===== config.mk =====
export PLATFORM = sky130hd
export DESIGN_NAME = pss_axis
export DESIGN_NICKNAME = d
export VERILOG_FILES = /design/src/rtl/core/pss_axis.sv
export SDC_FILE = /design/constraint.sdc
export NUM_CORES = 2
export LEC_CHECK = 0
export BUFFER_PORTS_ARGS = -buffer_cell sky130_fd_sc_hd__buf_2
export CORE_ASPECT_RATIO = 0.6
export CORE_MARGIN = 2
export CORE_UTILIZATION = 45
export DETAILED_ROUTE_END_ITERATION = 10
export MAX_ROUTING_LAYER = met4
export PLACE_DENSITY_LB_ADDON = 0.25
export SYNTH_ARGS = -nofsm -noshare
export SYNTH_HDL_FRONTEND = slang
export SYNTH_SLANG_ARGS = --single-unit

===== constraint.sdc =====
create_clock -name clock -period 9.29 [get_ports clock]
set_input_delay 1.3935 -clock clock [delete_from_list [all_inputs] [get_ports clock]]
set_output_delay 1.3935 -clock clock [all_outputs]
set_load 0.05 [all_outputs]

===== src/rtl/core/pss_axis.sv =====
// ----------------------------------------------------------------------------
// pss_axis: one axis of the periodic distance
// absolute difference, pipelined restoring remainder by the box length,
// nearest-image fold with round half to even, and square
// ----------------------------------------------------------------------------
`default_nettype none

module pss_axis #(
   parameter int unsigned COORD_BITS = 24
) (
   input  wire logic                    clock,
   input  wire logic                    enable,
   input  wire logic [COORD_BITS-1:0]   pos,
   input  wire logic [COORD_BITS-1:0]   center,
   input  wire logic [COORD_BITS:0]     box_len,
   output logic      [2*COORD_BITS-1:0] sq_out
);

   localparam int unsigned CB = COORD_BITS;

   logic [CB-1:0]   mag_ff;
   logic [CB-1:0]   mag_in;
   logic [CB-1:0]   rem_ff [CB];
   logic [CB-1:0]   dvd_ff [CB-1];
   logic            qlsb_ff;
   logic [CB-1:0]   wrap_ff;
   logic [CB-1:0]   wrap_in;
   logic [2*CB-1:0] sq_ff;
   logic [2*CB-1:0] sq_in;

   // distance magnitude; the sign vanishes in the square
   assign mag_in = (pos >= center) ? (pos - center) : (center - pos);

   always_ff @(posedge clock) begin
      if (enable) begin
         mag_ff <= mag_in;
      end
   end

   // one quotient bit per stage, msb first; a zero length leaves the
   // remainder equal to the dividend
   for (genvar s = 0; s < CB; s++) begin : g_div
      logic [CB-1:0] rem_prev;
      logic [CB-1:0] dvd_prev;
      logic [CB:0]   trial;
      logic [CB:0]   diff;
      logic          fits;
      logic [CB-1:0] rem_in;

      if (s == 0) begin : g_first
         assign rem_prev = '0;
         assign dvd_prev = mag_ff;
      end else begin : g_next
         assign rem_prev = rem_ff[s-1];
         assign dvd_prev = dvd_ff[s-1];
      end

      assign trial  = {rem_prev, dvd_prev[CB-1-s]};
      assign fits   = (trial >= box_len);
      assign diff   = trial - box_len;
      assign rem_in = fits ? diff[CB-1:0] : trial[CB-1:0];

      always_ff @(posedge clock) begin
         if (enable) begin
            rem_ff[s] <= rem_in;
         end
      end

      if (s < CB - 1) begin : g_carry
         always_ff @(posedge clock) begin
            if (enable) begin
               dvd_ff[s] <= dvd_prev;
            end
         end
      end else begin : g_qlsb
         always_ff @(posedge clock) begin
            if (enable) begin
               qlsb_ff <= fits;
            end
         end
      end
   end

   // fold to the nearest image; an exact half folds only on an odd quotient
   logic [CB-1:0] rem_last;
   logic [CB:0]   twice;
   logic [CB:0]   flip;
   logic          fold;

   assign rem_last = rem_ff[CB-1];
   assign twice    = {rem_last, 1'b0};
   assign flip     = box_len - {1'b0, rem_last};
   assign fold     = (box_len != '0) &&
                     ((twice > box_len) || ((twice == box_len) && qlsb_ff));
   assign wrap_in  = fold ? flip[CB-1:0] : rem_last;

   always_ff @(posedge clock) begin
      if (enable) begin
         wrap_ff <= wrap_in;
      end
   end

   assign sq_in = {{CB{1'b0}}, wrap_ff} * {{CB{1'b0}}, wrap_ff};

   always_ff @(posedge clock) begin
      if (enable) begin
         sq_ff <= sq_in;
      end
   end

   assign sq_out = sq_ff;

endmodule

`default_nettype wire


# After elaboration in Yosys (flattened, before gate mapping)

Memory sizes are Yosys's and may differ from the RTL's.
Cells that the tools add are included.

Multipliers: 1
Eq/ne operators: 1
Reductions and logical operators: 4
Mux-type cells: 28
$lt $le $gt $ge: 26
Add/subtract/negate cells: 27

Operator list:

| kind                | count |
|---|---|
| $mux W24            | 26 |
| $sub A24 B24 Y24    | 26 |
| $ge A25 B25 Y1      | 23 |
| $mul A24 B24 Y48    | 1 |
| $eq A25 B25 Y1      | 1 |
| $ge A1 B25 Y1       | 1 |
| $gt A25 B25 Y1      | 1 |
| $reduce_bool A25 Y1 | 1 |
| $ge A24 B24 Y1      | 1 |
| $sub A1 B24 Y24     | 1 |
| $logic_and A1 B1 Y1 | 2 |
| $mux W1             | 2 |
| $logic_or A1 B1 Y1  | 1 |

Output and inout port bits: 48
RAM bits: 1,128
Flip-flop bits (word level): 97
Memories kept: 2
Input bits: 75

Memories:

| name   | depth | width | rd ports | clocked after memory_dff | wr ports | line | text |
|---|---|---|---|---|---|---|---|
| rem_ff | 24    | 24    | 24       | 0                        | 24       | 23   | `logic [CB-1:0] rem_ff [CB];` |
| dvd_ff | 23    | 24    | 23       | 0                        | 23       | 24   | `logic [CB-1:0] dvd_ff [CB-1];` |

# Logic depth before layout (Yosys ltp)

An unclocked memory read counts as a cell.

Depth in word-level cells: 6
Mapped depth: 29

# Worst setup path after synthesis

No wires, ideal clock.

Path type: register -> register
From: reg wrap_ff[16]
To: reg sq_ff[43], in the netlist sq_out[43], data pin
Setup slack: 2.316 ns
Path buffers: 2
Clock period less this slack: 6.974 ns
Data arrival time: 6.708 ns
Cell stages (with the launch flop): 28
Path through: edfxtp_1 clkbuf_1 inv_1 nor2_1 inv_1 fa_1 inv_1 fa_1 inv_1 fa_1 inv_1 fa_1 fa_1 inv_1 fa_1 fa_1 inv_1 ha_1 clkbuf_1 a21o_1 a21o_1 a221oi_1 o22ai_1 a211oi_1 o31ai_1 o31a_1 a31oi_1 xnor2_1

Word-level cells in the longest chain between the ends: 1

RTL lines:

| what                   | line | text |
|---|---|---|
| from (decl)            | 26   | `logic [CB-1:0] wrap_ff;` |
| from (signal assigned) | 99   | `wrap_ff <= wrap_in;` |
| $mul A24 B24 Y48       | 103  | `assign sq_in = {{CB{1'b0}}, wrap_ff} * {{CB{1'b0}}, wrap_ff};` |
| via sq_in[43]          | 29   | `logic [2*CB-1:0] sq_in;` |
| to (signal assigned)   | 107  | `sq_ff <= sq_in;` |
| to (decl)              | 28   | `logic [2*CB-1:0] sq_ff;` |

The timed path passes the listed nets, and every way through them passes these cells.
A chain may end at the register's enable or synchronous reset.

# Worst setup path in the final report

Ends and elaborated chain as after synthesis.

==> run summary <==
Fraction of layout cells with a size suffix above 1 = 9.81%
CTS root buffer = clkbuf_16
Clk_skew = 37.2 ps
Core area = 184000 um2
Post-synth EDFFs = 948
Setup Fix Bufs, Post-CTS = 0
Final GP Congestion = 0.986
First-pass GRT wire length = 369000 um
Post-route ant nets = 0
GRT Total Usage = 26.2%
Clock transition at the registers of the reported paths = 70 ps
Nets = 9640
Clock Latency Late Sink = 740 ps
DR iter-0 viols = 6856
GRT met1 Usage = 43.1%
Max_slew headroom = 22.2%
Worst-Margin Slew = 1160 ps
Clock tree buffer depth = 3
Synth top area share = 34.1%
Syn Std Cell Area = 83400 um2
Crit path max-delay family = adder cells
DR WL/cell = 22.5 um
Die X = 560 um
Crit-path max cell delay = 740 ps
Number of fill cells in the layout = 16800
Slowest-stage cell, CP = edfxtp_1
Mapped Cells = 8150
Synthesis Warnings = 0
DR pass1 iterations = 6
Worst setup EP type = flop
GR Layer Usage met3 = 5.19%
Post-cts sizing count = 0
CTS tree = built
Largest net degree at the start of global routing = 173
Final Hold Viols = 0
Max Cap Viol = 0
Required time of the worst setup path = 9740 ps
Mean Syn Cell Area = 10.2 um2
Unrepaired setup endpoints after global routing = no
Yosys cell types = 99
PortBufs = 121
Setup Viol. Count Final = 0
Starting density of the core = 45.3%
Most frequent cells in the layout = edfxtp_1, inv_1, ha_1
Hold Crit Depth = 0
Status = completed
Syn Nets = 9532
Reg2reg setup slack = 720 ps
Layout area overhead = 8.42%
Setup TNS = 0 ps
Buffers & Inverters on Critical Path = 8
Dpl hpwl = 183000 um
Max frequency = 117 MHz
Grt met2 use = 32.4%
Initial antenna violation count = 6
Number of global-route vias before repair = 58900
Boundary Pins = 123
Die ar. = 189000 um2
Hold WC Path Type = flop to flop
Fin crit share = 92.2%
Area leader, netlist = edfxtp_1
Number of synthesized register bits = 948
Via density = 5.84
Hold Buf Count CTS = 0
Via count = 63200
Most Used Layer, Global Route = met1
Minimum clock period = 8570 ps
Chip height = 337 um
Crit path max fanout = 12
Arrival @ worst endpoint = 9020 ps
Num CTS Buffers = 99
Final Max Slew Viols = 0
Reg2reg path depth = 26
Drc violations = 0
Main synth FF type = edfxtp_1
GRT overflow = 0
Row Count = 122
Asr flop ratio synth = 0%
Detailed-route wire length = 243000 um
Crit start category = flop
Clock sinks = 948
Dominant cells by area after synthesis = edfxtp_1, ha_1, fa_1
CP Class = flop to flop
Post-synthesis sequential area ratio = 34.1%
CP Depth = 26
H-Tree Depth = 3
Commonest non-fill, non-tap cell in the layout = edfxtp_1
[flip-flops by register name (all words and copies together) (netlist names)]
signal / cells
qlsb_ff: 1
g_div.dvd_prev: 24
sq_out: 47
rem_ff: 576
wrap_ff: 24
dvd_ff: 276
[per-layer routing]
metal	routed length, um	up-vias	share of wire, %
li1	-	29500	-
met1	125000	30800	52
met2	89200	2720	37
met3	25200	214	10
met4	3510	0	1.4
met5	0	-	0
[cell families after synthesis]
| family | share of synthesized area, % |
|---|---|
| XOR/XNOR | 5.42 |
| AND/OR/NAND/NOR | 10.8 |
| flip-flops | 34.1 |
| adder cells (fa/ha/maj) | 23.7 |
| buffers and inverters | 5.11 |
| other | 0.00450 |
| multiplexers | 5.54 |
| AO/OA/AOI/OAI | 15.2 |
[Yosys cell counts (all sizes together), types with 54 or more instances]
cell / count
o21bai: 62
nand3: 106
clkbuf: 152
mux2: 356
nor2: 446
o21ai: 434
a21o: 282
a21oi: 614
buf: 57
nor3: 94
and2: 146
nor2b: 101
o21a: 99
mux2i: 61
ha: 849
inv: 902
fa: 458
nand4: 99
edfxtp: 948
a31oi: 76
xnor2: 331
xor2: 185
and3: 54
nand2: 558
a211oi: 58
nand2b: 94
o31ai: 55
[stage by stage]
step,cells,utilization (%),instance area (um2),setup slack [ps],hold slack (ps)
floorplan,8150,-,83400,2320,400
global placement,10600,47.3,87100,1060,400
detailed placement,10600,47.3,87100,943,405
CTS,10800,49.1,90400,935,398
global route,10800,49.1,90400,307,421
finish,10800,49.1,90400,724,411
[area by class of cell]
type	instances	area [um2]	area share, %
multi-input cells	6091	50700	56.1
flip-flops and latches	948	28500	31.5
inverters	902	3390	3.75
well taps	2480	3100	3.43
clock buffers	111	2540	2.81
repair buffers	216	1390	1.54
clock inverters	73	769	0.851
diodes	4	10.0	0.0111
[final timing paths]
check,startpoint,endpoint
setup reg to reg,wrap_ff[16],sq_out[43]
hold / removal,dvd_ff[2][96],dvd_ff[2][120]
hold reg to reg,dvd_ff[2][96],dvd_ff[2][120]
setup / recovery,wrap_ff[16],sq_out[43]
Power is not shown: default switching activity piles up to over one toggle a cycle in this logic, so the estimate is an artifact.
